--- src/rtl/lcw_pkg.sv ---
`timescale 1ns / 1ps
`default_nettype none
// ----------------------------------------------------------------------------
// lcw_pkg
// Shared types and constants for the character LCD cursor writer.
// ----------------------------------------------------------------------------
package lcw_pkg;

    // request codes
    localparam logic [1:0] CMD_PUT   = 2'd0;
    localparam logic [1:0] CMD_POS   = 2'd1;
    localparam logic [1:0] CMD_CLEAR = 2'd2;

    // configuration register indexes
    localparam logic [2:0] REG_COLUMNS = 3'd0;
    localparam logic [2:0] REG_ROWS    = 3'd1;
    localparam logic [2:0] REG_OFF_A   = 3'd2;
    localparam logic [2:0] REG_OFF_B   = 3'd3;
    localparam logic [2:0] REG_OFF_C   = 3'd4;
    localparam logic [2:0] REG_OFF_D   = 3'd5;

    // character codes
    localparam logic [7:0] CHAR_MIN = 8'd10;
    localparam logic [7:0] CHAR_NL  = 8'd10;
    localparam logic [7:0] CHAR_CR  = 8'd13;

    // controller command bytes
    localparam logic [7:0] LCD_CLEAR = 8'h01;
    localparam logic [7:0] LCD_HOME  = 8'h02;
    localparam logic [7:0] LCD_DDRAM = 8'h80;

    localparam logic [2:0] MAX_ROWS = 3'd4;

    typedef struct packed {
        logic [6:0]       columns;
        logic [2:0]       rows;
        logic [3:0][6:0]  row_offset;
    } cfg_t;

    // one queued job: one or two bytes, each with its register-select flag
    typedef struct packed {
        logic       two;
        logic       rs0;
        logic [7:0] byte0;
        logic       rs1;
        logic [7:0] byte1;
    } job_t;

    typedef struct packed {
        logic full;
        logic empty;
    } qstat_t;

endpackage
`default_nettype wire

--- src/rtl/char_lcd_cursor_writer.sv ---
`timescale 1ns / 1ps
`default_nettype none
// ----------------------------------------------------------------------------
// char_lcd_cursor_writer
// Cursor tracking character LCD writer producing 4-bit controller transfers.
//
//   channel  direction  handshake            payload
//   in       sink       in_valid / in_stall  command, char_code, x_pos, y_pos
//   out      source     out_valid/out_stall  reg_select, nibble, last
//   cfg      APB write  psel/penable/pwrite  paddr, pwdata (prdata readback)
//
// one nibble transaction leaves per cycle while jobs are queued and out_stall is low;
// a request yields 0, 2 or 4 nibbles, set by the nibble counter in the back end
// a request is taken every cycle while the job queue has room
// cursor resets to row 0 column 0, registers to their documented defaults
// output stalls back up through the queue to in_stall, not into the cursor
// ----------------------------------------------------------------------------
module char_lcd_cursor_writer
    import lcw_pkg::*;
#(
    parameter int QUEUE_DEPTH = 2
)
(
    input  wire logic        clk,
    input  wire logic        rst_n,
    input  wire logic        in_valid,
    output logic             in_stall,
    input  wire logic [1:0]  command,
    input  wire logic [7:0]  char_code,
    input  wire logic [6:0]  x_pos,
    input  wire logic [6:0]  y_pos,
    output logic             out_valid,
    input  wire logic        out_stall,
    output logic             reg_select,
    output logic [3:0]       nibble,
    output logic             last,
    input  wire logic        psel,
    input  wire logic        penable,
    input  wire logic        pwrite,
    input  wire logic [4:0]  paddr,
    input  wire logic [31:0] pwdata,
    output logic [31:0]      prdata,
    output logic             pready
);

    cfg_t       cfg_reg;
    logic       cfg_wr;
    logic [2:0] reg_idx;
    logic       push;
    logic       pop;
    job_t       push_job;
    job_t       head_job;
    qstat_t     qstat;

    assign pready  = 1'b1;
    assign cfg_wr  = psel && penable && pwrite;
    assign reg_idx = paddr[4:2];

    always_ff @(posedge clk or negedge rst_n)
    begin
        if (!rst_n)
        begin
            cfg_reg.columns       <= 7'd20;
            cfg_reg.rows          <= 3'd4;
            cfg_reg.row_offset[0] <= 7'd0;
            cfg_reg.row_offset[1] <= 7'd32;
            cfg_reg.row_offset[2] <= 7'd64;
            cfg_reg.row_offset[3] <= 7'd96;
        end
        else if (cfg_wr)
        begin
            unique case (reg_idx)
                REG_COLUMNS: cfg_reg.columns       <= pwdata[6:0];
                REG_ROWS:    cfg_reg.rows          <= pwdata[2:0];
                REG_OFF_A:   cfg_reg.row_offset[0] <= pwdata[6:0];
                REG_OFF_B:   cfg_reg.row_offset[1] <= pwdata[6:0];
                REG_OFF_C:   cfg_reg.row_offset[2] <= pwdata[6:0];
                REG_OFF_D:   cfg_reg.row_offset[3] <= pwdata[6:0];
                default:     ; // unmapped registers ignore writes
            endcase
        end
    end

    always_comb
    begin
        unique case (reg_idx)
            REG_COLUMNS: prdata = {25'd0, cfg_reg.columns};
            REG_ROWS:    prdata = {29'd0, cfg_reg.rows};
            REG_OFF_A:   prdata = {25'd0, cfg_reg.row_offset[0]};
            REG_OFF_B:   prdata = {25'd0, cfg_reg.row_offset[1]};
            REG_OFF_C:   prdata = {25'd0, cfg_reg.row_offset[2]};
            REG_OFF_D:   prdata = {25'd0, cfg_reg.row_offset[3]};
            default:     prdata = 32'd0;
        endcase
    end

    lcw_front u_front (
        .clk       (clk),
        .rst_n     (rst_n),
        .in_valid  (in_valid),
        .in_stall  (in_stall),
        .command   (command),
        .char_code (char_code),
        .x_pos     (x_pos),
        .y_pos     (y_pos),
        .cfg       (cfg_reg),
        .qstat     (qstat),
        .push      (push),
        .push_job  (push_job)
    );

    lcw_fifo #(
        .DEPTH (QUEUE_DEPTH)
    ) u_fifo (
        .clk      (clk),
        .rst_n    (rst_n),
        .push     (push),
        .push_job (push_job),
        .pop      (pop),
        .head_job (head_job),
        .qstat    (qstat)
    );

    lcw_back u_back (
        .clk        (clk),
        .rst_n      (rst_n),
        .head_job   (head_job),
        .qstat      (qstat),
        .pop        (pop),
        .out_valid  (out_valid),
        .out_stall  (out_stall),
        .reg_select (reg_select),
        .nibble     (nibble),
        .last       (last)
    );

endmodule
`default_nettype wire

--- src/rtl/lcw_front.sv ---
`timescale 1ns / 1ps
`default_nettype none
// ----------------------------------------------------------------------------
// lcw_front
// Accepts requests, tracks the cursor and turns each request that needs output into a job.
// ----------------------------------------------------------------------------
module lcw_front
    import lcw_pkg::*;
(
    input  wire logic       clk,
    input  wire logic       rst_n,
    input  wire logic       in_valid,
    output logic            in_stall,
    input  wire logic [1:0] command,
    input  wire logic [7:0] char_code,
    input  wire logic [6:0] x_pos,
    input  wire logic [6:0] y_pos,
    input  wire cfg_t       cfg,
    input  wire qstat_t     qstat,
    output logic            push,
    output job_t            push_job
);

    logic [7:0] cursor_row_reg, cursor_row_next;
    logic [7:0] cursor_col_reg, cursor_col_next;
    logic       accept;
    logic       has_job;
    job_t       job;
    logic [2:0] eff_rows;
    logic [7:0] row_inc;

    function automatic logic [7:0] ddram_cmd(input logic [3:0][6:0] offs,
                                             input logic [1:0] r,
                                             input logic [6:0] x);
        ddram_cmd = LCD_DDRAM | {1'b0, offs[r]} | {1'b0, x};
    endfunction

    assign in_stall = qstat.full;
    assign accept   = in_valid && !qstat.full;
    assign eff_rows = (cfg.rows > MAX_ROWS) ? MAX_ROWS : cfg.rows;
    assign row_inc  = cursor_row_reg + 8'd1;

    always_comb
    begin
        cursor_row_next = cursor_row_reg;
        cursor_col_next = cursor_col_reg;
        has_job         = 1'b0;
        job             = '0;
        unique case (command)
            CMD_PUT:
            begin
                priority if (char_code < CHAR_MIN || char_code[7])
                begin
                    has_job = 1'b0;
                end
                else if (char_code == CHAR_CR)
                begin
                    cursor_col_next = 8'd0;
                    if (cursor_row_reg < {5'd0, eff_rows})
                    begin
                        has_job   = 1'b1;
                        job.byte0 = ddram_cmd(cfg.row_offset, cursor_row_reg[1:0], 7'd0);
                    end
                end
                else if (char_code == CHAR_NL)
                begin
                    has_job = 1'b1;
                    if (row_inc < {5'd0, eff_rows})
                    begin
                        cursor_row_next = row_inc;
                        cursor_col_next = 8'd0;
                        job.byte0       = ddram_cmd(cfg.row_offset, row_inc[1:0], 7'd0);
                    end
                    else
                    begin
                        cursor_row_next = 8'd0;
                        cursor_col_next = 8'd0;
                        job.two         = 1'b1;
                        job.byte0       = LCD_CLEAR;
                        job.byte1       = LCD_HOME;
                    end
                end
                else if (cursor_col_reg < {1'b0, cfg.columns})
                begin
                    has_job         = 1'b1;
                    job.rs0         = 1'b1;
                    job.byte0       = char_code;
                    cursor_col_next = cursor_col_reg + 8'd1;
                end
                else
                begin
                    has_job = 1'b1;
                    job.two = 1'b1;
                    if (row_inc < {5'd0, eff_rows})
                    begin
                        // wrap: position of the new row, then the character
                        cursor_row_next = row_inc;
                        cursor_col_next = 8'd1;
                        job.byte0       = ddram_cmd(cfg.row_offset, row_inc[1:0], 7'd0);
                        job.rs1         = 1'b1;
                        job.byte1       = char_code;
                    end
                    else
                    begin
                        cursor_row_next = 8'd0;
                        cursor_col_next = 8'd0;
                        job.byte0       = LCD_CLEAR;
                        job.byte1       = LCD_HOME;
                    end
                end
            end
            CMD_POS:
            begin
                cursor_row_next = {1'b0, y_pos};
                cursor_col_next = {1'b0, x_pos};
                if ({1'b0, y_pos} < {5'd0, eff_rows})
                begin
                    has_job   = 1'b1;
                    job.byte0 = ddram_cmd(cfg.row_offset, y_pos[1:0], x_pos);
                end
            end
            CMD_CLEAR:
            begin
                cursor_row_next = 8'd0;
                cursor_col_next = 8'd0;
                has_job         = 1'b1;
                job.two         = 1'b1;
                job.byte0       = LCD_CLEAR;
                job.byte1       = LCD_HOME;
            end
            default:
            begin
                has_job = 1'b0;
            end
        endcase
    end

    assign push     = accept && has_job;
    assign push_job = job;

    always_ff @(posedge clk or negedge rst_n)
    begin
        if (!rst_n)
        begin
            cursor_row_reg <= 8'd0;
            cursor_col_reg <= 8'd0;
        end
        else if (accept)
        begin
            cursor_row_reg <= cursor_row_next;
            cursor_col_reg <= cursor_col_next;
        end
    end

endmodule
`default_nettype wire

--- src/rtl/lcw_fifo.sv ---
`timescale 1ns / 1ps
`default_nettype none
// ----------------------------------------------------------------------------
// lcw_fifo
// Short job queue between the request front end and the transfer back end.
// ----------------------------------------------------------------------------
module lcw_fifo
    import lcw_pkg::*;
#(
    parameter int DEPTH = 2
)
(
    input  wire logic clk,
    input  wire logic rst_n,
    input  wire logic push,
    input  wire job_t push_job,
    input  wire logic pop,
    output job_t      head_job,
    output qstat_t    qstat
);

    localparam int PTR_W = $clog2(DEPTH);
    localparam int CNT_W = $clog2(DEPTH + 1);

    job_t             mem [DEPTH];
    logic [PTR_W-1:0] wr_ptr_reg, rd_ptr_reg;
    logic [CNT_W-1:0] count_reg;

    function automatic logic [PTR_W-1:0] ptr_inc(input logic [PTR_W-1:0] p);
        ptr_inc = (p == PTR_W'(DEPTH - 1)) ? '0 : p + PTR_W'(1);
    endfunction

    assign qstat.full  = (count_reg == CNT_W'(DEPTH));
    assign qstat.empty = (count_reg == '0);
    assign head_job    = mem[rd_ptr_reg];

    always_ff @(posedge clk)
    begin
        if (push)
        begin
            mem[wr_ptr_reg] <= push_job;
        end
    end

    always_ff @(posedge clk or negedge rst_n)
    begin
        if (!rst_n)
        begin
            wr_ptr_reg <= '0;
            rd_ptr_reg <= '0;
            count_reg  <= '0;
        end
        else
        begin
            if (push)
            begin
                wr_ptr_reg <= ptr_inc(wr_ptr_reg);
            end
            if (pop)
            begin
                rd_ptr_reg <= ptr_inc(rd_ptr_reg);
            end
            if (push && !pop)
            begin
                count_reg <= count_reg + CNT_W'(1);
            end
            else if (pop && !push)
            begin
                count_reg <= count_reg - CNT_W'(1);
            end
        end
    end

`ifndef SYNTHESIS
    a_no_push_full: assert property (@(posedge clk) disable iff (!rst_n)
        push |-> !qstat.full)
        else $error("job pushed into full queue");
    a_no_pop_empty: assert property (@(posedge clk) disable iff (!rst_n)
        pop |-> !qstat.empty)
        else $error("job popped from empty queue");
    a_count_range: assert property (@(posedge clk) disable iff (!rst_n)
        count_reg <= CNT_W'(DEPTH))
        else $error("queue count out of range");
    a_count_step: assert property (@(posedge clk) disable iff (!rst_n)
        (push && !pop) |=> (count_reg == $past(count_reg) + CNT_W'(1)))
        else $error("queue count did not follow push");
`endif

endmodule
`default_nettype wire

--- src/rtl/lcw_back.sv ---
`timescale 1ns / 1ps
`default_nettype none
// ----------------------------------------------------------------------------
// lcw_back
// Splits queued jobs into nibble transfers, high nibble first.
// ----------------------------------------------------------------------------
module lcw_back
    import lcw_pkg::*;
(
    input  wire logic clk,
    input  wire logic rst_n,
    input  wire job_t head_job,
    input  wire qstat_t qstat,
    output logic      pop,
    output logic      out_valid,
    input  wire logic out_stall,
    output logic      reg_select,
    output logic [3:0] nibble,
    output logic      last
);

    logic       out_valid_reg;
    logic       rs_reg;
    logic [3:0] nibble_reg;
    logic       last_reg;
    logic [1:0] nib_idx_reg, nib_idx_next;
    logic       load;
    logic       nib_last;
    logic       nib_rs;
    logic [3:0] nib_val;

    assign load     = !qstat.empty && (!out_valid_reg || !out_stall);
    assign nib_last = (nib_idx_reg == 2'd3) || (nib_idx_reg == 2'd1 && !head_job.two);
    assign nib_rs   = nib_idx_reg[1] ? head_job.rs1 : head_job.rs0;

    always_comb
    begin
        unique case (nib_idx_reg)
            2'd0:    nib_val = head_job.byte0[7:4];
            2'd1:    nib_val = head_job.byte0[3:0];
            2'd2:    nib_val = head_job.byte1[7:4];
            default: nib_val = head_job.byte1[3:0];
        endcase
    end

    assign pop          = load && nib_last;
    assign nib_idx_next = nib_last ? 2'd0 : nib_idx_reg + 2'd1;

    always_ff @(posedge clk or negedge rst_n)
    begin
        if (!rst_n)
        begin
            out_valid_reg <= 1'b0;
            nib_idx_reg   <= 2'd0;
        end
        else if (load)
        begin
            out_valid_reg <= 1'b1;
            nib_idx_reg   <= nib_idx_next;
        end
        else if (!out_stall)
        begin
            out_valid_reg <= 1'b0;
        end
    end

    always_ff @(posedge clk)
    begin
        if (load)
        begin
            rs_reg     <= nib_rs;
            nibble_reg <= nib_val;
            last_reg   <= nib_last;
        end
    end

    assign out_valid  = out_valid_reg;
    assign reg_select = rs_reg;
    assign nibble     = nibble_reg;
    assign last       = last_reg;

endmodule
`default_nettype wire
--- config.mk ---
export PLATFORM = sky130hd
export DESIGN_NAME = char_lcd_cursor_writer
export DESIGN_NICKNAME = d
export VERILOG_FILES = /design/src/rtl/lcw_pkg.sv /design/src/rtl/char_lcd_cursor_writer.sv /design/src/rtl/lcw_front.sv /design/src/rtl/lcw_fifo.sv /design/src/rtl/lcw_back.sv
export SDC_FILE = /design/constraint.sdc
export NUM_CORES = 1
export LEC_CHECK = 0
export ABC_AREA = 1
export ABC_CLOCK_PERIOD_IN_PS = 7100
export BUFFER_PORTS_ARGS = -buffer_cell sky130_fd_sc_hd__buf_2
export CORE_MARGIN = 1
export CORE_UTILIZATION = 62
export DETAILED_ROUTE_END_ITERATION = 8
export MAX_ROUTING_LAYER = met4
export PLACE_DENSITY = 0.95
export SETUP_SLACK_MARGIN = 0.4
export SLEW_MARGIN = 20
export SYNTH_ARGS = -nofsm -noshare
export SYNTH_HDL_FRONTEND = slang
export SYNTH_SLANG_ARGS = --single-unit
export TNS_END_PERCENT = 10
--- constraint.sdc ---
create_clock -name clk -period 7.1 [get_ports clk]
set_clock_uncertainty 0.15 [all_clocks]
set_input_delay 0.71 -clock clk [delete_from_list [all_inputs] [get_ports clk]]
set_output_delay 0.71 -clock clk [all_outputs]
set_load 0.02 [all_outputs]
==> metrics.csv <==
metric,value,unit
fillerInstances,811,
crit_arrival,3440,ps
die_w,104.1,microns
synth_top_family_by_area,simple AND/OR/NAND/NOR gates,
tightestPinTransition,945.1,ps
crit_chain,inv_2 -> nand3_1 -> nand2_1 -> nand2_1 -> nand2_1 -> nand2_1 -> nand2_1 -> nand2_2 -> nand3_1 -> nand3_1 -> nor2_1 -> buf_4,
insertion_delay,380,ps
r2r-start,u_front.cursor_row_reg[0]$_DFFE_PN0P_,
cts_sinks,105,
drv_slew,0,
grt_max_degree,62,
hold_buffers,0,
grt_pass1_wl,26460,microns
grtUsageTotal,0.3195,
power.leakage,3.151,nW
avgSynthCellArea,8.054,sq um
via_count,5776,
critical_path.top_delay_family,simple AND/OR/NAND/NOR gates,
drt-total-wl,16030,microns
final_nets,940,
hpwl,12140,microns
antennaDiodeCount,0,
tns,0,ps
r2r-end,u_fifo.mem[1][15]$_DFFE_PP_,
grt_overflow,0,
cts_tree,yes,
pin_count,109,
powerDensity,328.5,mW/mm^2
fmax,285.2,MHz
dieArea,0.01084,sq mm
cp_slowest_stage_delay,740,ps
synth-edff-count,44,
ys_seq_elements,105,
required,7040,ps
min_path_type,in2async,
first_iter_violations,688,
first_pass_iters,6,
synth-simple-area-share,0.2175,
synthesis.area,0.006467,sq mm
postCtsSetupBuffers,0,
numCtsBuffers,9,
final_area,0.006933,sq mm
start_util,0.6497,
critPathSlowestCell,dfrtp_1,
async_reset_ff_frac,0.5810,
cts_root_buf,clkbuf_8,
cts_buffer_depth,2,
hold_viol,0,
antenna_found_initial,0,
yosys_warnings,0,
seqCellArea,0.002856,sq mm
ys_seq_area_frac,0.4417,
finalCriticalPeriod,3506,ps
reg2reg_depth,12,
status,"complete, no violations",
setup.worst_path.start_class,register,
htreeDepth,3,
ys_types,45,
cts_resized,0,
grt_pass1_vias,5341,
path_class,reg2reg,
synth-xor-area-share,0.01219,
fp.dieH,104.1,microns
end_kind,register,
multi_input_area,0.003039,sq mm
synth-compound-area-share,0.1776,
synth_mux_area_frac,0,
via_per_inst,5.858,
placementRows,36,
rsz0062_at_grt,false,
fin_cells,986,
syn-instance-count,803,
ff2ff_setup_slack,3590,ps
final-setup-viol-count,0,
area_growth,7.197,%
final_layout_size_suffix_gt1_frac,0.1454,
drcViolationCount,0,
wl_per_cell,16.26,microns
synthAdderAreaFrac,0.04643,
ir_drop,0.1803,mV
critPathBufInv,2,
cp_max_fo,33,
synthFlopType,dfrtp_1,
postLayoutCoreUtil,0.6965,
gp_congestion,0.9645,
crit_top_cell,nand2_1,
placed_cells,970,
io_buffers,55,
ant_nets,0,
path_clk_slew,110,ps
placed_area,0.006731,sq mm
relSlewSlack,0.3676,
fin_crit_sh,0.4938,
coreArea,0.009955,sq mm
drv_cap,0,
[cells in the final DEF (no fill, tap or decap), drive strengths merged, types with 3 or more instances in the layout]
cell type	count
nand4	12
dfrtp	54
xor2	8
o22ai	14
edfxtp	44
dfstp	7
clkbuf	10
o21ai	110
nand2	165
buf	58
nor3	8
ha	24
conb	28
a21oi	69
inv	98
o211ai	6
o221ai	3
clkinv	4
nor2	63
nand3	50
[cells by family (layout without fill, tap and decap cells)]
kind of cell / after synthesis / after routing
AND/OR/NAND/NOR: 302 / 302
AO/OA/AOI/OAI: 212 / 212
buffers and inverters: 149 / 173
flip-flops: 105 / 105
adder cells (fa/ha/maj): 24 / 24
XOR/XNOR: 9 / 9
other: 2 / 28
[where the power goes]
| group | switching (W) | total, W | internal (W) |
|---|---|---|---|
| combinational | 0.000664 | 0.000984 | 0.000320 |
| clock | 0.000218 | 0.000386 | 0.000168 |
| sequential | 0.000130 | 0.000907 | 0.000777 |
[Yosys cell counts (11+ instances only)]
cell type,number,area share
nor2_1,48,0.028
buf_4,28,0.033
nor2_2,11,0.011
nand2_1,157,0.091
o21ai_0,99,0.077
clkbuf_1,17,0.0099
inv_1,84,0.049
o22ai_1,14,0.014
nand4_1,11,0.011
a21oi_1,68,0.053
ha_1,24,0.046
nand3_1,45,0.035
dfrtp_1,54,0.21
inv_2,11,0.0064
edfxtp_1,44,0.20
[routing by layer]
metal	vias to the layer above	routed length, microns	global-route usage
met3	47	1596	0.03947
met1	2597	6293	0.4164
li1	2752	-	-
met4	0	582	0.1480
met5	-	0	-
met2	380	7560	0.5010
[final cells by class]
cell class | count | share of cell area
clock buffer | 10 | 0.01841
timing repair buffer | 58 | 0.04295
tap | 133 | 0.02400
multi-input combinational | 575 | 0.4384
inverter | 99 | 0.05360
clock inverter | 6 | 0.01065
sequential | 105 | 0.4120
[per-stage QoR]
stage	setup slack, ps	total power (W)	hold slack [ps]
after floorplan	4147	0.001623	264.4
after global placement	3702	0.001830	318.4
after detailed placement	3642	0.001879	324.0
after CTS	3645	0.002262	341.6
after global routing	3316	0.002432	374.6
final	3594	0.002277	302.2
[how the worst max path moves through the flow]
| stage | startpoint | to | slack (ps) | cells past startpoint |
|---|---|---|---|---|
| CTS | u_front.cursor_row_reg[0]$_DFFE_PN0P_ | u_fifo.mem[1][11]$_DFFE_PP_ | 3650 | 12 |
| global placement | u_front.cursor_row_reg[0]$_DFFE_PN0P_ | u_fifo.mem[1][11]$_DFFE_PP_ | 3700 | 12 |
| detailed placement | u_front.cursor_row_reg[0]$_DFFE_PN0P_ | u_fifo.mem[1][15]$_DFFE_PP_ | 3640 | 12 |
| finish | u_front.cursor_row_reg[0]$_DFFE_PN0P_ | u_fifo.mem[1][15]$_DFFE_PP_ | 3590 | 12 |
| global route | u_front.cursor_row_reg[0]$_DFFE_PN0P_ | u_fifo.mem[1][15]$_DFFE_PP_ | 3320 | 12 |
| floorplan | command[0] | u_fifo.mem[1][0]$_DFFE_PP_ | 4150 | 8 |
Power figures use the tool's default switching activity.
